`config.mk`:
```
export PLATFORM = sky130hd
export DESIGN_NAME = film_strip_sensor_event_decoder_unit_flat
export DESIGN_NICKNAME = d
export VERILOG_FILES = /design/src/hdl/fsed_pkg.sv /design/src/hdl/fsed_if.sv /design/src/hdl/fsed_csr.sv /design/src/hdl/fsed_in_stage.sv /design/src/hdl/fsed_tracker.sv /design/src/hdl/film_strip_sensor_event_decoder_unit.sv /design/src/flat_wrapper.sv
export SDC_FILE = /design/constraint.sdc
export NUM_CORES = 1
export LEC_CHECK = 0
export ABC_CLOCK_PERIOD_IN_PS = 3700
export BUFFER_PORTS_ARGS = -buffer_cell sky130_fd_sc_hd__buf_2
export CAP_MARGIN = 0
export CORE_ASPECT_RATIO = 0.6
export CORE_MARGIN = 1.5
export CORE_UTILIZATION = 30
export CTS_BUF_LIST = sky130_fd_sc_hd__clkbuf_4 sky130_fd_sc_hd__clkbuf_8
export DETAILED_ROUTE_END_ITERATION = 16
export GPL_ROUTABILITY_DRIVEN = 1
export SKIP_LAST_GASP = 1
export SLEW_MARGIN = 10
export SYNTH_ARGS = -nofsm -noshare
export SYNTH_HDL_FRONTEND = slang
export SYNTH_HIERARCHICAL = 1
export SYNTH_SLANG_ARGS = --single-unit
```
`constraint.sdc`:
```
create_clock -name clock -period 3.7 [get_ports clock]
set_clock_uncertainty 0.15 [all_clocks]
set_input_delay 0.185 -clock clock [delete_from_list [all_inputs] [get_ports clock]]
set_output_delay 0.185 -clock clock [all_outputs]
set_load 0.02 [all_outputs]
```
`src/hdl/fsed_pkg.sv`:
```
// ----------------------------------------------------------------------------
// Film strip sensor event decoder package
// Shared widths, sensor codes, register indexes and handshake structs.
// ----------------------------------------------------------------------------
package fsed_pkg;

   localparam int POSITION_BITS = 16;
   localparam int COUNT_BITS    = 8;
   localparam int LOCK_FRAMES   = 5;

   localparam int CODE_BITS = 8;
   localparam int THR_BITS  = 8;
   localparam int OUT_POS_BITS = 16;
   localparam int CSR_INDEX_BITS = 8;
   localparam int CSR_DATA_BITS  = 8;

   // Common width for comparing a count against a threshold.
   localparam int CMP_BITS = (COUNT_BITS > THR_BITS) ? COUNT_BITS : THR_BITS;

   localparam logic [CODE_BITS-1:0] CODE_FWD_FRAME  = CODE_BITS'(0);
   localparam logic [CODE_BITS-1:0] CODE_BACK_FRAME = CODE_BITS'(1);
   localparam logic [CODE_BITS-1:0] CODE_SCENE_MARK = CODE_BITS'(2);
   localparam logic [CODE_BITS-1:0] CODE_END_MARK   = CODE_BITS'(3);

   localparam logic [CSR_INDEX_BITS-1:0] REG_SCENE_THRESHOLD = CSR_INDEX_BITS'(0);
   localparam logic [CSR_INDEX_BITS-1:0] REG_START_THRESHOLD = CSR_INDEX_BITS'(1);
   localparam logic [CSR_INDEX_BITS-1:0] REG_END_THRESHOLD   = CSR_INDEX_BITS'(2);

   localparam logic [THR_BITS-1:0] SCENE_THRESHOLD_RESET = THR_BITS'(10);
   localparam logic [THR_BITS-1:0] START_THRESHOLD_RESET = THR_BITS'(30);
   localparam logic [THR_BITS-1:0] END_THRESHOLD_RESET   = THR_BITS'(30);

   localparam logic [COUNT_BITS-1:0] COUNT_MAX = {COUNT_BITS{1'b1}};

   typedef struct packed {
      logic [THR_BITS-1:0] scene;
      logic [THR_BITS-1:0] start;
      logic [THR_BITS-1:0] finish;
   } thresholds_type;

   typedef struct packed {
      logic                 valid;
      logic [CODE_BITS-1:0] code;
   } stage_type;

endpackage

```
`src/hdl/fsed_if.sv`:
```
// ----------------------------------------------------------------------------
// Film strip sensor event decoder channels
// Valid/ready interfaces for the code input, the event output and the CSR port.
// ----------------------------------------------------------------------------
interface fsed_req_if;
   logic                           valid;
   logic                           ready;
   logic [fsed_pkg::CODE_BITS-1:0] sensor_code;

   modport source (output valid, output sensor_code, input ready);
   modport sink (input valid, input sensor_code, output ready);
endinterface

interface fsed_rsp_if;
   logic                                     valid;
   logic                                     ready;
   logic                                     frame_event;
   logic                                     scene_event;
   logic                                     start_event;
   logic                                     end_event;
   logic signed [fsed_pkg::OUT_POS_BITS-1:0] position_now;

   modport source (output valid, output frame_event, output scene_event,
                   output start_event, output end_event, output position_now,
                   input ready);
   modport sink (input valid, input frame_event, input scene_event,
                 input start_event, input end_event, input position_now,
                 output ready);
endinterface

interface fsed_csr_if;
   logic                                valid;
   logic                                ready;
   logic [fsed_pkg::CSR_INDEX_BITS-1:0] index;
   logic [fsed_pkg::CSR_DATA_BITS-1:0]  data;

   modport source (output valid, output index, output data, input ready);
   modport sink (input valid, input index, input data, output ready);
endinterface

```
`src/hdl/fsed_csr.sv`:
```
// ----------------------------------------------------------------------------
// Threshold registers
// Holds the scene, start and end thresholds written over the CSR port.
// ----------------------------------------------------------------------------
module fsed_csr (
   input  logic                     clock,
   input  logic                     reset,
   fsed_csr_if.sink                 csr_chan,
   output fsed_pkg::thresholds_type thresholds
);

   fsed_pkg::thresholds_type thr_ff;
   fsed_pkg::thresholds_type thr_in;
   logic                     write_en;

   assign csr_chan.ready = 1'b1;
   assign write_en       = csr_chan.valid;
   assign thresholds     = thr_ff;

   always_comb begin
      thr_in = thr_ff;
      if (write_en) begin
         unique case (csr_chan.index)
            fsed_pkg::REG_SCENE_THRESHOLD: thr_in.scene  = fsed_pkg::THR_BITS'(csr_chan.data);
            fsed_pkg::REG_START_THRESHOLD: thr_in.start  = fsed_pkg::THR_BITS'(csr_chan.data);
            fsed_pkg::REG_END_THRESHOLD:   thr_in.finish = fsed_pkg::THR_BITS'(csr_chan.data);
            default: thr_in = thr_ff;
         endcase
      end
   end

   always_ff @(posedge clock) begin
      if (reset) begin
         thr_ff.scene  <= fsed_pkg::SCENE_THRESHOLD_RESET;
         thr_ff.start  <= fsed_pkg::START_THRESHOLD_RESET;
         thr_ff.finish <= fsed_pkg::END_THRESHOLD_RESET;
      end else begin
         thr_ff <= thr_in;
      end
   end

endmodule

```
`src/hdl/fsed_in_stage.sv`:
```
// ----------------------------------------------------------------------------
// Input register
// Captures one sensor code per transaction and hands it to the tracker.
// ----------------------------------------------------------------------------
module fsed_in_stage (
   input  logic                clock,
   input  logic                reset,
   fsed_req_if.sink            req_chan,
   input  logic                take,
   output fsed_pkg::stage_type stage
);

   logic                           valid_ff;
   logic                           valid_in;
   logic [fsed_pkg::CODE_BITS-1:0] code_ff;
   logic                           load;

   // The register can refill in the same cycle its content moves on.
   assign req_chan.ready = !valid_ff || take;
   assign load           = req_chan.valid && req_chan.ready;
   assign stage.valid    = valid_ff;
   assign stage.code     = code_ff;

   always_comb begin
      valid_in = valid_ff;
      if (load) begin
         valid_in = 1'b1;
      end else if (take) begin
         valid_in = 1'b0;
      end
   end

   always_ff @(posedge clock) begin
      if (reset) begin
         valid_ff <= 1'b0;
      end else begin
         valid_ff <= valid_in;
      end
   end

   always_ff @(posedge clock) begin
      if (load) begin
         code_ff <= req_chan.sensor_code;
      end
   end

endmodule

```
`src/hdl/fsed_tracker.sv`:
```
// ----------------------------------------------------------------------------
// Film position and sensor count tracker
// Updates direction, position and saturating counts for one code and
// registers the resulting events for the output channel.
// ----------------------------------------------------------------------------
module fsed_tracker (
   input  logic                     clock,
   input  logic                     reset,
   input  fsed_pkg::stage_type      stage,
   input  fsed_pkg::thresholds_type thresholds,
   output logic                     take,
   fsed_rsp_if.source               rsp_chan
);

   localparam int PB = fsed_pkg::POSITION_BITS;
   localparam int CB = fsed_pkg::COUNT_BITS;
   localparam int MB = fsed_pkg::CMP_BITS;

   logic          fwd_ff, fwd_in;
   logic [PB-1:0] pos_ff, pos_in;
   logic [PB-1:0] last_scene_ff, last_scene_in;
   logic [CB-1:0] scene_cnt_ff, scene_cnt_in;
   logic [CB-1:0] start_cnt_ff, start_cnt_in;
   logic [CB-1:0] end_cnt_ff, end_cnt_in;

   logic          rsp_valid_ff, rsp_valid_in;
   logic          frame_ev_ff, frame_ev_in;
   logic          scene_ev_ff, scene_ev_in;
   logic          start_ev_ff, start_ev_in;
   logic          end_ev_ff, end_ev_in;

   logic [PB-1:0] pos_up;
   logic [PB-1:0] lock_pos;
   logic [CB-1:0] scene_cnt_t;
   logic [CB-1:0] start_cnt_t;
   logic [CB-1:0] end_cnt_t;

   // The result register frees up when it is empty or being read this cycle.
   assign take = stage.valid && (!rsp_valid_ff || rsp_chan.ready);

   assign pos_up   = pos_ff + PB'(1);
   assign lock_pos = last_scene_ff + PB'(fsed_pkg::LOCK_FRAMES);

   always_comb begin
      fwd_in        = fwd_ff;
      pos_in        = pos_ff;
      last_scene_in = last_scene_ff;
      scene_cnt_in  = scene_cnt_ff;
      start_cnt_in  = start_cnt_ff;
      end_cnt_in    = end_cnt_ff;
      frame_ev_in   = 1'b0;
      scene_ev_in   = 1'b0;
      start_ev_in   = 1'b0;
      end_ev_in     = 1'b0;
      scene_cnt_t   = scene_cnt_ff;
      start_cnt_t   = start_cnt_ff;
      end_cnt_t     = end_cnt_ff;

      if (fwd_ff && scene_cnt_ff != fsed_pkg::COUNT_MAX) begin
         scene_cnt_t = scene_cnt_ff + CB'(1);
      end
      if (fwd_ff && end_cnt_ff != fsed_pkg::COUNT_MAX) begin
         end_cnt_t = end_cnt_ff + CB'(1);
      end
      if (!fwd_ff && start_cnt_ff != fsed_pkg::COUNT_MAX) begin
         start_cnt_t = start_cnt_ff + CB'(1);
      end

      unique case (stage.code)
         fsed_pkg::CODE_FWD_FRAME: begin
            fwd_in      = 1'b1;
            frame_ev_in = 1'b1;
            pos_in      = pos_up;
            if (pos_up == lock_pos) begin
               scene_cnt_in = '0;
            end
         end
         fsed_pkg::CODE_BACK_FRAME: begin
            fwd_in       = 1'b0;
            pos_in       = pos_ff - PB'(1);
            scene_cnt_in = '0;
         end
         fsed_pkg::CODE_SCENE_MARK: begin
            scene_cnt_in = scene_cnt_t;
            if (MB'(scene_cnt_t) == MB'(thresholds.scene)) begin
               scene_ev_in   = 1'b1;
               last_scene_in = pos_ff;
            end
         end
         fsed_pkg::CODE_END_MARK: begin
            // The end threshold wins when both would be reached.
            if (MB'(end_cnt_t) >= MB'(thresholds.finish)) begin
               end_ev_in    = 1'b1;
               end_cnt_in   = '0;
               start_cnt_in = '0;
            end else if (MB'(start_cnt_t) >= MB'(thresholds.start)) begin
               start_ev_in  = 1'b1;
               end_cnt_in   = '0;
               start_cnt_in = '0;
            end else begin
               end_cnt_in   = end_cnt_t;
               start_cnt_in = start_cnt_t;
            end
         end
         default: begin
            fwd_in = fwd_ff;
         end
      endcase
   end

   always_comb begin
      rsp_valid_in = rsp_valid_ff;
      if (take) begin
         rsp_valid_in = 1'b1;
      end else if (rsp_chan.ready) begin
         rsp_valid_in = 1'b0;
      end
   end

   always_ff @(posedge clock) begin
      if (reset) begin
         fwd_ff        <= 1'b0;
         pos_ff        <= '0;
         last_scene_ff <= '0;
         scene_cnt_ff  <= '0;
         start_cnt_ff  <= '0;
         end_cnt_ff    <= '0;
         rsp_valid_ff  <= 1'b0;
      end else begin
         rsp_valid_ff <= rsp_valid_in;
         if (take) begin
            fwd_ff        <= fwd_in;
            pos_ff        <= pos_in;
            last_scene_ff <= last_scene_in;
            scene_cnt_ff  <= scene_cnt_in;
            start_cnt_ff  <= start_cnt_in;
            end_cnt_ff    <= end_cnt_in;
         end
      end
   end

   always_ff @(posedge clock) begin
      if (take) begin
         frame_ev_ff <= frame_ev_in;
         scene_ev_ff <= scene_ev_in;
         start_ev_ff <= start_ev_in;
         end_ev_ff   <= end_ev_in;
      end
   end

   assign rsp_chan.valid        = rsp_valid_ff;
   assign rsp_chan.frame_event  = frame_ev_ff;
   assign rsp_chan.scene_event  = scene_ev_ff;
   assign rsp_chan.start_event  = start_ev_ff;
   assign rsp_chan.end_event    = end_ev_ff;
   // The position register only changes together with the result register.
   assign rsp_chan.position_now = fsed_pkg::OUT_POS_BITS'(pos_ff);

endmodule

```
`src/hdl/film_strip_sensor_event_decoder_unit.sv`:
```
// ----------------------------------------------------------------------------
// Film strip sensor event decoder
// Turns a stream of sensor code bytes into frame, scene, start and end events
// and a running frame position.
// ----------------------------------------------------------------------------
// Usage:
//   req_chan carries one sensor code per transaction; rsp_chan returns exactly
//   one result per code, in order: four event flags and the position after
//   that code. csr_chan writes the scene (index 0), start (index 1) and end
//   (index 2) thresholds; other indexes are ignored. csr_chan is always ready
//   and should only be written while no codes are in flight.
//   An accepted code passes through the input register and then through the
//   state update into the result register before its result shows on rsp_chan.
//   Throughput is one code per cycle while rsp_chan is ready, bounded by the
//   single state update step.
//   When the receiver holds off, the result register keeps its transaction
//   and the input register still takes one more code; after that req_chan
//   ready drops until rsp_chan is read.
//   Reset clears both stages, the position, direction and counts, and loads
//   the thresholds with 10, 30 and 30. No clearing pass is needed.
// ----------------------------------------------------------------------------
module film_strip_sensor_event_decoder_unit (
   input  logic       clock,
   input  logic       reset,
   fsed_req_if.sink   req_chan,
   fsed_rsp_if.source rsp_chan,
   fsed_csr_if.sink   csr_chan
);

   fsed_pkg::thresholds_type thresholds;
   fsed_pkg::stage_type      stage;
   logic                     take;

   fsed_csr u_csr (
      .clock      (clock),
      .reset      (reset),
      .csr_chan   (csr_chan),
      .thresholds (thresholds)
   );

   fsed_in_stage u_in_stage (
      .clock    (clock),
      .reset    (reset),
      .req_chan (req_chan),
      .take     (take),
      .stage    (stage)
   );

   fsed_tracker u_tracker (
      .clock      (clock),
      .reset      (reset),
      .stage      (stage),
      .thresholds (thresholds),
      .take       (take),
      .rsp_chan   (rsp_chan)
   );

endmodule
```
`src/flat_wrapper.sv`:
```
// flat-port wrapper written by rule: the top's interface ports become plain ports
module film_strip_sensor_event_decoder_unit_flat 
  (clock, reset, req_chan_valid, req_chan_sensor_code, req_chan_ready, rsp_chan_valid, rsp_chan_frame_event, rsp_chan_scene_event, rsp_chan_start_event, rsp_chan_end_event, rsp_chan_position_now, rsp_chan_ready, csr_chan_valid, csr_chan_index, csr_chan_data, csr_chan_ready);
  fsed_req_if req_chan_i ();
  fsed_rsp_if rsp_chan_i ();
  fsed_csr_if csr_chan_i ();
  input  logic clock;
  input  logic reset;
  input wire logic [$bits(req_chan_i.valid)-1:0] req_chan_valid;
  input wire logic [$bits(req_chan_i.sensor_code)-1:0] req_chan_sensor_code;
  output wire logic [$bits(req_chan_i.ready)-1:0] req_chan_ready;
  output wire logic [$bits(rsp_chan_i.valid)-1:0] rsp_chan_valid;
  output wire logic [$bits(rsp_chan_i.frame_event)-1:0] rsp_chan_frame_event;
  output wire logic [$bits(rsp_chan_i.scene_event)-1:0] rsp_chan_scene_event;
  output wire logic [$bits(rsp_chan_i.start_event)-1:0] rsp_chan_start_event;
  output wire logic [$bits(rsp_chan_i.end_event)-1:0] rsp_chan_end_event;
  output wire logic [$bits(rsp_chan_i.position_now)-1:0] rsp_chan_position_now;
  input wire logic [$bits(rsp_chan_i.ready)-1:0] rsp_chan_ready;
  input wire logic [$bits(csr_chan_i.valid)-1:0] csr_chan_valid;
  input wire logic [$bits(csr_chan_i.index)-1:0] csr_chan_index;
  input wire logic [$bits(csr_chan_i.data)-1:0] csr_chan_data;
  output wire logic [$bits(csr_chan_i.ready)-1:0] csr_chan_ready;
  assign req_chan_i.valid = req_chan_valid;
  assign req_chan_i.sensor_code = req_chan_sensor_code;
  assign req_chan_ready = req_chan_i.ready;
  assign rsp_chan_valid = rsp_chan_i.valid;
  assign rsp_chan_frame_event = rsp_chan_i.frame_event;
  assign rsp_chan_scene_event = rsp_chan_i.scene_event;
  assign rsp_chan_start_event = rsp_chan_i.start_event;
  assign rsp_chan_end_event = rsp_chan_i.end_event;
  assign rsp_chan_position_now = rsp_chan_i.position_now;
  assign rsp_chan_i.ready = rsp_chan_ready;
  assign csr_chan_i.valid = csr_chan_valid;
  assign csr_chan_i.index = csr_chan_index;
  assign csr_chan_i.data = csr_chan_data;
  assign csr_chan_ready = csr_chan_i.ready;
  film_strip_sensor_event_decoder_unit u_core (.clock(clock), .reset(reset), .req_chan(req_chan_i), .rsp_chan(rsp_chan_i), .csr_chan(csr_chan_i));
endmodule
```
# Word-level counts from Yosys, hierarchy flattened
# Cells that the tools add are included.
# totals
register_bits,95
latchBits,0
ramBits,0
rom_bits,0
input_bits,29
elab_cells,79
mem_count,0
# op_classes
add_sub_neg,6
n_mul,0
n_div,0
n_lt_le_gt_ge,2
eq_ne,11
n_shift,0
n_mux,19
n_bitwise,1
reduce_logical,24
# op_table
operator,count
$mux W8,8
$pmux W16 S2,1
$add A8 B1 Y8 const B,3
$eq A8 B2 Y1 const B,3
$ne A8 B8 Y1 const B,3
$pmux W8 S3,1
$add A16 B1 Y16 const B,1
$add A16 B3 Y16 const B,1
$eq A16 B16 Y1,1
$eq A8 B1 Y1 const B,2
$ge A8 B8 Y1,2
$logic_not A8 Y1,2
$sub A16 B1 Y16 const B,1
$reduce_and A2 Y1,5
$eq A8 B8 Y1,1
$mux W1,8
$reduce_and A3 Y1,2
$reduce_bool A2 Y1,3
$logic_and A1 B1 Y1,5
$logic_not A1 Y1,3
$reduce_bool A3 Y1,1
$logic_or A1 B1 Y1,2
$ne A2 B2 Y1 const B,1
$pmux W1 S2,1
2 further kinds,2

# Depth between registers and ports, before layout
# Gate-level depths: netlist of run 1.
# depth
depth_word,6
depth_mapped,14

# Cells and area by module
# The synthesis of run 1 kept the hierarchy.
# by_module_without_submodules
module,n_inst,cells_per_inst,area_per_inst_um2,seq_area_each_um2
fsed_tracker,1,594,4614.4,1281.2
fsed_csr,1,98,1028.5,480.5
fsed_in_stage,1,14,302.8,260.2

# Worst setup path after synthesis of run 1
# OpenSTA, ideal clock, no wires.
# synth_path
path_kind,register -> register
start,reg u_core.u_tracker.start_cnt_ff[0]
end,reg u_core.u_tracker.end_cnt_ff[0]
setup_time_ps,91
arrival_time_ps,3602
required_time_ps,3459
slack_ps,-143
path_stages_with_launch,15
path_cell_list,dfxtp_1 ha_1 and4_1 a41oi_1 nand4_1 nor2_1 nand3_1 xnor2_1 ha_1 a2111oi_0 o21ai_0 a22oi_1 clkbuf_1 nand2_1 a311oi_1
# synth_between
elab_chain_len,6
# synth_lines
item,line,text
start: declaration,fsed_tracker.sv:23,"logic [CB-1:0] start_cnt_ff, start_cnt_in;"
start signal: assignment,fsed_tracker.sv:136,start_cnt_ff <= start_cnt_in;
branches (longest 2 deep; another with $add A8 B1 Y8),-,
$mux W8 *,fsed_tracker.sv:65,if (!fwd_ff && start_cnt_ff != fsed_pkg::COUNT_MAX) begin
$ge A8 B8 Y1 *,fsed_tracker.sv:96,end else if (MB'(start_cnt_t) >= MB'(thresholds.start)) begin
$mux W8 *,fsed_tracker.sv:96,
$mux W8 *,fsed_tracker.sv:92,if (MB'(end_cnt_t) >= MB'(thresholds.finish)) begin
end signal: assignment,fsed_tracker.sv:137,end_cnt_ff <= end_cnt_in;
end: declaration,fsed_tracker.sv:24,"logic [CB-1:0] end_cnt_ff, end_cnt_in;"
# Mark *: on every way between the ends.
# A chain may end at the register's enable or synchronous reset.

# Worst setup path after layout of run 1
# layout_path
start,"reg u_core.u_tracker.pos_ff[1], in the netlist u_core/u_tracker/rsp_chan.position_now[1]"
end,reg u_core.u_tracker.scene_cnt_ff[4]
# layout_between
elab_chain_len,4
# layout_lines
item,line,text
start: declaration,fsed_tracker.sv:20,"logic [PB-1:0] pos_ff, pos_in;"
start signal: assignment,fsed_tracker.sv:133,pos_ff <= pos_in;
$add A16 B1 Y16,fsed_tracker.sv:41,assign pos_up = pos_ff + PB'(1);
$eq A16 B16 Y1,fsed_tracker.sv:74,if (pos_up == lock_pos) begin
$ne A2 B2 Y1 (no source line),-,
$reduce_and A3 Y1 (no source line),-,
end signal: assignment,fsed_tracker.sv:135,scene_cnt_ff <= scene_cnt_in;
end: declaration,fsed_tracker.sv:22,"logic [CB-1:0] scene_cnt_ff, scene_cnt_in;"
# Every way passes these cells.

==> flow_metrics.tcl, run 1 <==
set metrics [dict create \
    status "complete, no violations" \
    slew_violations 0 \
    hold_violations 0 \
    drcViolationCount 0 \
    slew-limit-headroom_pct 46.51 \
    h-tree-depth 3 \
    grt_max_degree 40 \
    crit_type "flop to flop" \
    cts.clk_slew.worst_paths_ps 100 \
    hp-class "input port to flop" \
    die_height_microns 112.1 \
    place.gp.congestion 0.8347 \
    min_period_ps 3492 \
    arrival_ps 3640 \
    antenna-diode-count 0 \
    grt_setup_unrepaired "no" \
    finalNonFillerCells 1035 \
    endpoint_kind "flop" \
    finalSetupTns_ps 0 \
    ys_seq_area_share_pct 34.01 \
    numCtsBuffers 9 \
    drt-total-wl_microns 15950 \
    worstPathRequired_ps 3850 \
    max_cap_viol_count 0 \
    setup_ws_ps 208.5 \
    ant_nets 0 \
    nNetsFinal 815 \
    synthToLayoutAreaGrowth_pct 15.82 \
    synth_fp_nets 757 \
    cts_setup_buffers 0 \
    power_frac_clock_pct 37.7 \
    setup_viol 0 \
    port-buffer-count 50 \
    grt_overflow 0 \
    io_pins 52 \
    vias 5205 \
    cts.sinks 95 \
    antenna_found_initial 0 \
    initial_core_util_pct 30.93 \
    syn_area_per_cell_sq_um 8.422 \
    fmax_ghz 0.2864 \
    cts_tree "done" \
    syn-cell-area_sq_um 5946 \
    final_common_cell "dfxtp_1" \
    grt_use_total_pct 15.87 \
    grt_pass1_wl_microns 26090 \
    clock_latency_ps 380 \
    post-place-ws_ps 213.2 \
    dp_hpwl_microns 11820 \
    p_sw_share_pct 24.97 \
    synthFlopType "dfxtp_1" \
    async_flop_share_pct 0 \
    crit_buf_inv 1 \
    min_path_cells 3 \
    wl_per_cell_microns 15.41 \
    drive_gt1_share_pct 14.56 \
    max_stage_delay_ps 500 \
    syn_inst 706 \
    ctsLongestPathBuffers 2 \
    die-area_sq_um 20700 \
    p_int_mw 1.416 \
    crit_chain "ha_1, nand4_1, nor4_1, xnor3_1, o2111ai_1, nor4_2, buf_4, a31oi_4, or3_1, a21oi_1" \
    critPathMaxFanout 10 \
    pwr_density_cell_nw_per_um2 274.0 \
    p_leak_nw 2.847 \
    vias_per_cell 5.029 \
    layout.cells.most_common_list "83 x dfxtp_1, 75 x nor2_1, 56 x nand2_1" \
    first_global_vias 4823 \
    p_sw_uw 471.2 \
    cp_slowest_cell "dfxtp_1" \
    combPwrFrac_pct 5.6 \
    dp_cells 1005 \
    post-route-period-util_pct 94.37 \
    fill_cells 2028 \
    seqPwrFrac_pct 56.7 \
    crit_cells 10 \
    yosys_warnings 6 \
    crit_path_start_kind "flop" \
    vdd_drop_max_uv 170.5 \
    r2r.worst_path.cells 10 \
    ys_ff_latch 95 \
    drt-pass1-iter-count 5 \
    die_w_microns 184.7 \
    core-area_sq_um 19230 \
    drt_iter0_markers 347 \
    synth-edff-count 12 \
    rows 39 \
    synth_cell_types 68 \
    root_buffer "clkbuf_8" \
    critPathTopFamily "simple AND/OR/NAND/NOR gates" \
    tightestPinTransition_ps 802.3 \
]
[flip-flops by register name, indices dropped and copies added, names as in the netlist]
register / cells
u_core/u_tracker/rsp_chan.position_now: 16
u_core/u_tracker/scene_cnt_ff: 8
u_core/u_tracker/rsp_chan.start_event: 1
u_core/u_tracker/rsp_chan.end_event: 1
u_core/u_csr/thresholds: 24
u_core/u_tracker/start_cnt_ff: 8
u_core/u_in_stage/code_ff: 8
u_core/u_tracker/rsp_chan.frame_event: 1
u_core/u_in_stage/valid_ff: 1
u_core/u_tracker/fwd_ff: 1
u_core/u_tracker/rsp_chan.valid: 1
u_core/u_tracker/last_scene_ff: 16
u_core/u_tracker/end_cnt_ff: 8
u_core/u_tracker/rsp_chan.scene_event: 1
[metal layers]
metal	global-route usage, %	routed length (microns)
met2	21.13	6094
met1	26.01	8897
met5	0	0
met4	2.222	80
met3	3.180	880
[worst register-to-register path, delay by kind of cell, from the launching register on]
kind,cells,cell delay [ps]
compound gates,3,430
xor+xnor,1,300
fa+ha+maj,1,300
buf+inv,1,180
flops,1,500
simple gates,4,1560
[cells by family after synthesis]
kind of cell / Yosys count / share of synthesized area, %
AOI/OAI and AO/OA: 114 / 12.42
xor gates and xnor gates: 70 / 10.77
adders and majority gates: 22 / 4.630
buffers and inverters: 70 / 4.987
DFF: 95 / 34.01
muxes: 43 / 7.260
other: 1 / 0.06307
and+or+nand+nor: 291 / 25.86
[through the flow]
step | total power [mW] | hold slack, ps | cell area (sq um) | util, %
after floorplan | 1.147 | 97.44 | 5953 | -
after global placement | 1.187 | 212.1 | 6540 | 34.02
after detailed placement | 1.188 | 213.1 | 6540 | 34.02
after CTS | 1.911 | 22.96 | 6865 | 35.71
after global routing | 1.962 | 17.65 | 6887 | 35.82
final | 1.887 | 18.21 | 6887 | 35.82
[synth_stat cells (2+ instances only)]
cell type | count | area (sq um)
o31ai_1 | 4 | 30.03
a21o_1 | 7 | 52.55
o21ai_0 | 27 | 135.1
xor2_1 | 18 | 157.7
nand4b_1 | 4 | 35.03
nor2_1 | 77 | 289.0
a21oi_1 | 34 | 170.2
edfxtp_1 | 12 | 360.4
nand2_1 | 56 | 210.2
o31a_1 | 2 | 17.52
a2111oi_0 | 2 | 17.52
o2111ai_1 | 2 | 17.52
and4_1 | 2 | 17.52
buf_4 | 3 | 22.52
a22oi_1 | 5 | 37.54
nor3b_1 | 3 | 22.52
ha_1 | 22 | 275.3
xnor2_1 | 50 | 437.9
and4b_1 | 2 | 20.02
o21a_1 | 3 | 22.52
xnor3_1 | 2 | 45.04
nand3b_1 | 4 | 30.03
a31oi_1 | 6 | 37.54
dfxtp_1 | 83 | 1662
nand2b_1 | 28 | 175.2
mux2i_1 | 42 | 420.4
nor3_1 | 18 | 90.09
a211oi_1 | 7 | 52.55
a221o_1 | 2 | 20.02
nand4_1 | 14 | 87.58
nor2b_1 | 5 | 31.28
inv_1 | 26 | 97.59
clkbuf_2 | 2 | 10.01
buf_2 | 10 | 50.05
and2_1 | 4 | 25.02
or3_1 | 5 | 31.28
nor4_1 | 19 | 118.9
clkbuf_1 | 27 | 101.4
and3_1 | 3 | 18.77
nand3_1 | 34 | 170.2
a311oi_1 | 3 | 26.28
[final timing paths]
check                                                   to                                              startpoint  slack [ps]
max reg2reg  u_core/u_tracker/scene_cnt_ff[4]$_SDFFE_PP0P_  u_core/u_tracker/rsp_chan.position_now[1]$_SDFFE_PP0P_         210
max          u_core/u_tracker/scene_cnt_ff[4]$_SDFFE_PP0P_  u_core/u_tracker/rsp_chan.position_now[1]$_SDFFE_PP0P_         210
min           u_core/u_tracker/rsp_chan.valid$_SDFFE_PP0P_                                          rsp_chan_ready          20
min reg2reg       u_core/u_csr/thresholds[14]$_SDFFE_PP0P_                u_core/u_csr/thresholds[14]$_SDFFE_PP0P_         330
[area by class of cell]
| type | count | area [sq um] | share of cell area [%] |
|---|---|---|---|
| flip-flops and latches | 95 | 2022 | 29.36 |
| inverters | 26 | 97.59 | 1.417 |
| multi-input cells | 541 | 3645 | 52.93 |
| clock buffers | 9 | 123.9 | 1.799 |
| clock inverters | 7 | 71.32 | 1.036 |
| repair buffers | 91 | 594.3 | 8.630 |
| well taps | 266 | 332.8 | 4.833 |
[power groups by stage]
stage	Combinational, mW	Clock, mW	Sequential (mW)
finish	0.105	0.712	1.07
global route	0.115	0.775	1.07
CTS	0.105	0.737	1.07
detailed placement	0.0944	0	1.09
global placement	0.0938	0	1.09
floorplan	0.0580	0	1.09
[what timing repair did]
item / CTS / global route
hold endpoints to repair: 19 / 0
gates resized for setup: 0 / 7
hold buffers: 13 / 0
endpoints found under the setup margin: 0 / 13
No activity file was read; power rests on OpenSTA's default activity.
==> inputs of run 2 (changes only) <==
ABC_AREA = 1   (was default)
==> flow_metrics.tcl, run 2 <==
set metrics [dict create \
    grt_max_degree 32 \
    finalSetupTns_ps 0 \
    worstHoldStart "csr_chan_index[0]" \
    ys_ff_latch 95 \
    crit_path_start_kind "flop" \
    setup_viol 0 \
    drt_iter0_markers 658 \
    layout.cells.most_common_list "280 x nand2_1, 142 x nor2_1, 113 x inv_1" \
    hold_violations 0 \
    ctsHoldBuffers 17 \
    crit_type "flop to flop" \
    cts.sinks 95 \
    synthToLayoutAreaGrowth_pct 12.82 \
    vdd_drop_max_uv 131.8 \
    syn-cell-area_sq_um 6629 \
    slew-limit-headroom_pct 25.33 \
    die_w_microns 194.9 \
    cts_resized 0 \
    place.gp.congestion 0.9032 \
    regToRegEndpoint "u_core/u_tracker/start_cnt_ff[4]$_SDFFE_PP0P_" \
    numCtsBuffers 9 \
    yosysMostFrequentCell "nand2_1" \
    rows 41 \
    drive_gt1_share_pct 11.71 \
    core-area_sq_um 21340 \
    pwr_density_cell_nw_per_um2 250.9 \
    yosys_warnings 6 \
    min_period_ps 3081 \
    synth_top_area_share_pct 25.07 \
    grt_setup_unrepaired "no" \
    cts_setup_buffers 0 \
    ys_seq_area_share_pct 30.50 \
    antenna_found_initial 0 \
    io_pins 52 \
    yosys.area.top_type "dfxtp_1" \
    cts_tree "done" \
    drt-total-wl_microns 20070 \
    final_common_cell "nand2_1" \
    post-route-period-util_pct 83.28 \
    largest_register_ffs 24 \
    ctsLongestPathBuffers 2 \
    syn_area_per_cell_sq_um 6.411 \
    grt_use_total_pct 17.83 \
    dp_hpwl_microns 15440 \
    hold_end "u_core/u_csr/thresholds[17]$_SDFFE_PP1P_" \
    antenna-diode-count 0 \
    nNetsFinal 1139 \
    grt_overflow 0 \
    cts.clk_slew.worst_paths_ps 110 \
    setup_ws_ps 618.5 \
    ant_nets 0 \
    grt_pass1_wl_microns 32620 \
    arrival_ps 3240 \
    hp-class "input port to flop" \
    status "complete, no violations" \
    vias_per_cell 4.974 \
    slew_violations 0 \
    synthTopCellsByCount "280 x nand2_1, 142 x nor2_1, 113 x inv_1, 102 x nand3_1, 83 x dfxtp_1" \
    clock_latency_ps 390 \
    tightestPinTransition_ps 1119 \
    syn_inst 1034 \
    rrSetupSlack_ps 620 \
    die_height_microns 118.1 \
    first_global_vias 6003 \
    initial_core_util_pct 31.06 \
    synth_area_leaders "dfxtp_1 25%, nand2_1 16%, nor2_1 8.0%, nand3_1 7.7%, inv_1 6.4%" \
    synth_cell_types 47 \
    min_path_cells 5 \
    r2r_start "u_core/u_tracker/end_cnt_ff[0]$_SDFFE_PP0P_" \
    vias 6824 \
    wl_per_cell_microns 14.63 \
    worstPathRequired_ps 3860 \
    fmax_ghz 0.3245 \
    synth-edff-count 12 \
    die-area_sq_um 23030 \
    async_flop_share_pct 0 \
    p_leak_nw 3.269 \
    r2r.worst_path.cells 17 \
    max_cap_viol_count 0 \
    post-place-ws_ps 694.8 \
    drt-pass1-iter-count 5 \
    drcViolationCount 0 \
    root_buffer "clkbuf_8" \
    critPathMaxFanout 16 \
    synth_fp_nets 1085 \
    h-tree-depth 3 \
    fill_cells 2348 \
    endpoint_kind "flop" \
    port-buffer-count 50 \
    synthFlopType "dfxtp_1" \
]
run 2: cell types whose count changed after synthesis, moves of 11 or more:
| cell | change |
|---|---|
| xnor2_1 | -37 |
| nor4_1 | -16 |
| nand4_1 | +22 |
| nor2_4 | +11 |
| nor2_1 | +65 |
| nand2b_1 | -28 |
| inv_1 | +87 |
| nand2_1 | +224 |
| nand3_1 | +68 |
| clkbuf_1 | -14 |
| mux2i_1 | -42 |
| a21oi_1 | +23 |
| inv_2 | +11 |
run 2: power breakdown:
part           switching [mW]  internal (mW)
Sequential            0.00574           1.05
Clock                   0.435          0.258
Combinational          0.0811         0.0425
run 2: worst max-delay path by stage:
stage / startpoint / endpoint / cells after the start
2_1_floorplan: u_core/u_tracker/start_cnt_ff[0]$_SDFFE_PP0P_ / u_core/u_tracker/rsp_chan.start_event$_SDFFCE_PP0P_ / 15
3_3_place_gp: u_core/u_tracker/start_cnt_ff[1]$_SDFFE_PP0P_ / u_core/u_tracker/rsp_chan.start_event$_SDFFCE_PP0P_ / 15
3_5_place_dp: u_core/u_tracker/end_cnt_ff[1]$_SDFFE_PP0P_ / u_core/u_tracker/start_cnt_ff[4]$_SDFFE_PP0P_ / 17
4_1_cts: u_core/u_tracker/start_cnt_ff[0]$_SDFFE_PP0P_ / u_core/u_tracker/start_cnt_ff[4]$_SDFFE_PP0P_ / 16
5_1_grt: u_core/u_tracker/end_cnt_ff[1]$_SDFFE_PP0P_ / u_core/u_tracker/start_cnt_ff[4]$_SDFFE_PP0P_ / 17
6_report: u_core/u_tracker/end_cnt_ff[0]$_SDFFE_PP0P_ / u_core/u_tracker/start_cnt_ff[4]$_SDFFE_PP0P_ / 17
run 2: layer usage:
metal / wire length (microns) / GRT usage, % / vias up
li1: - / - / 3442
met1: 10860 / 29.92 / 3085
met2: 7111 / 22.08 / 292
met4: 82 / 2.665 / 0
met5: 0 / 0 / -
met3: 2012 / 4.081 / 5
run 2: cells by family after synthesis:
family / after synthesis / share of synthesized area, %
AND/OR/NAND/NOR: 615 / 42.11
buffers and inverters: 159 / 9.853
AO/OA/AOI/OAI: 108 / 8.720
flip-flops: 95 / 30.50
XOR/XNOR: 34 / 4.606
adder cells (fa/ha/maj): 22 / 4.152
other: 1 / 0.05657
run 2: area by class of cell:
type	count	area (sq um)	area share, %
inverters	125	469.2	6.274
flip-flops and latches	95	2022	27.04
repair buffers	77	495.5	6.625
clock buffers	9	123.9	1.656
multi-input cells	780	3959	52.94
well taps	279	349.1	4.668
clock inverters	7	60.06	0.8031
run 2: stage by stage:
step	std cells	utilization [%]	hold slack (ps)	power (mW)	area, sq um
finish	1372	35.04	43.33	1.877	7478
global route	1372	35.04	58.27	1.954	7478
CTS	1372	35.04	26.39	1.905	7478
detailed placement	1339	33.38	213.5	1.194	7124
global placement	1339	33.38	211.1	1.192	7124
floorplan	1034	-	97.44	1.150	6629
run 2: worst max-delay path, cell delays in order, from the launching register on:
cell and delay [ps]:
dfxtp_1 400, ha_1 160, inv_1 40, nor3_1 270, nand3_1 110, nand2_1 180
nor2_1 100, nand3_1 90, xor2_1 240, ha_1 290, nand2_1 80, nor2_1 50
nand4_1 70, o2111ai_1 180, nor2_2 120, buf_4 220, nand3_1 100, a21oi_1 150
==> inputs of run 3 (changes only) <==
ABC_CLOCK_PERIOD_IN_PS = 2600   (was 3700)
clock period = 2.6 ns   (was 3.7 ns; I/O delays follow)
==> flow_metrics.tcl, run 3 (synthesized netlist as in run 2, its figures left out) <==
set metrics [dict create \
    status "finished, violations left" \
    violations "setup timing" \
    ant_nets 0 \
    numCtsBuffers 9 \
    vias_per_cell 4.938 \
    first_global_vias 6367 \
    slew_violations 0 \
    vias 7180 \
    cts.sinks 95 \
    endpoint_kind "flop" \
    grt_max_degree 30 \
    root_buffer "clkbuf_8" \
    largest_register_ffs 24 \
    wl_per_cell_microns 15.21 \
    setup_viol 18 \
    vdd_drop_max_uv 233.8 \
    worstHoldStart "csr_chan_index[2]" \
    tightestPinTransition_ps 814.0 \
    drcViolationCount 0 \
    rows 41 \
    endpoint "u_core/u_tracker/rsp_chan.start_event$_SDFFCE_PP0P_" \
    grt_setup_unrepaired "yes" \
    h-tree-depth 3 \
    die_w_microns 194.9 \
    synthToLayoutAreaGrowth_pct 29.56 \
    slew-limit-headroom_pct 45.68 \
    clock_latency_ps 410 \
    final_common_cell "nand2_1" \
    crit_path_start_kind "flop" \
    io_pins 52 \
    setup_ws_ps -289.5 \
    pwr_density_cell_nw_per_um2 317.9 \
    worstPathRequired_ps 2600 \
    p_total_mw 2.730 \
    r2r_start "u_core/u_tracker/start_cnt_ff[0]$_SDFFE_PP0P_" \
    critPathMaxFanout 8 \
    hold_ws_ps 37.52 \
    drt-total-wl_microns 22120 \
    port-buffer-count 50 \
    drt_iter0_markers 665 \
    rrSetupSlack_ps -290 \
    fmax_ghz 0.3461 \
    min_period_ps 2890 \
    dp_cells 1406 \
    cts.clk_slew.worst_paths_ps 90 \
    cts_tree "done" \
    core-area_sq_um 21340 \
    regToRegEndpoint "u_core/u_tracker/rsp_chan.start_event$_SDFFCE_PP0P_" \
    place.gp.congestion 0.9242 \
    ctsLongestPathBuffers 2 \
    post-route-period-util_pct 111.1 \
    crit_type "flop to flop" \
    antenna_found_initial 0 \
    drt-pass1-iter-count 5 \
    nNetsFinal 1222 \
    startpoint "u_core/u_tracker/start_cnt_ff[0]$_SDFFE_PP0P_" \
    dp_hpwl_microns 16600 \
    p_leak_nw 3.770 \
    drive_gt1_share_pct 24.34 \
    grt_pass1_wl_microns 34230 \
    antenna-diode-count 0 \
    r2r.worst_path.cells 14 \
    die_height_microns 118.1 \
    layout.cells.most_common_list "269 x nand2_1, 124 x nor2_1, 109 x inv_1" \
    finalNonFillerCells 1454 \
    grt_overflow 0 \
    hp-class "input port to flop" \
    die-area_sq_um 23030 \
    max_cap_viol_count 0 \
    grt_use_total_pct 18.89 \
    arrival_ps 2890 \
    hold_violations 0 \
    initial_core_util_pct 31.06 \
]
-- run 3: changes by cell type in the layout (fill, tap and decap cells not counted), moves of 6 or more --
cell,previous run,this run
dfxtp_1,83,67
nor2_4,11,17
a21oi_2,2,10
dfxtp_2,0,15
nor2_2,5,17
buf_12,0,6
nand2_2,8,18
a21oi_1,57,49
buf_4,10,77
nand2_1,280,269
nor2_1,142,124
-- run 3: final cells by class --
| cell class | instances | area [sq um] |
|---|---|---|
| Inverter | 125 | 471.7 |
| Multi-Input combinational cell | 780 | 4293 |
| Fill cell | 2234 | 12750 |
| Timing Repair Buffer | 160 | 1239 |
| Clock inverter | 3 | 45.04 |
| Tap cell | 279 | 349.1 |
| Clock buffer | 12 | 146.4 |
| Sequential cell | 95 | 2044 |
-- run 3: worst min path at each step --
stage                                                to  depth (start not counted)
2_1_floorplan   u_core/u_in_stage/valid_ff$_SDFFE_PP0P_                          1
3_5_place_dp     u_core/u_in_stage/code_ff[6]$_DFFE_PP_                          1
5_1_grt        u_core/u_csr/thresholds[11]$_SDFFE_PP1P_                          6
6_report       u_core/u_csr/thresholds[15]$_SDFFE_PP0P_                          6
3_3_place_gp     u_core/u_in_stage/code_ff[6]$_DFFE_PP_                          1
4_1_cts        u_core/u_csr/thresholds[15]$_SDFFE_PP0P_                          6
-- run 3: per-stage QoR --
stage          utilization (%)  area, sq um  setup WS [ps]  TNS (ps)
5_1_grt                  40.24         8588         -395.5     -6594
3_5_place_dp             36.16         7716         -233.3     -3151
3_3_place_gp             36.16         7716         -128.7     -1501
4_1_cts                  38.20         8153         -152.7     -2227
6_report                 40.24         8588         -289.5     -4314
2_1_floorplan                -         6683         -178.1     -1429
-- run 3: critical path, stage by stage, from the launching register on --
cell and delay (ps):
dfxtp_2 360, buf_4 110, inv_1 50, nor3_2 170
inv_1 90, nor2_4 150, nand3_2 130, nor2_2 110
xor2_1 210, ha_1 300, a21oi_2 130, o21ai_1 90
a211oi_2 290, buf_4 240, nor3b_1 60
-- run 3: layer usage --
layer | GRT usage [%] | wire, microns | vias to the layer above | part of all wire [%]
met3 | 5.508 | 1987 | 19 | 9.0
li1 | - | - | 3602 | -
met5 | 0 | 0 | - | 0
met4 | 4.070 | 201 | 0 | 0.91
met1 | 30.49 | 11790 | 3298 | 53
met2 | 23.42 | 8139 | 261 | 37
-- run 3: power by group --
part	total [mW]	switching, mW	internal (mW)
sequential	1.51	0.00850	1.50
clock	1.03	0.560	0.473
combinational	0.190	0.120	0.0707
-- run 3: what timing repair did --
item | 4_1_cts | 5_1_grt
pin swaps | 1 | 25
gates resized for setup | 3 | 89
cloned | 0 | 2
hold buffers | 22 | 0
setup buffers | 1 | 8
endpoints found under the hold margin | 34 | 0
endpoints found under the setup margin | 18 | 42
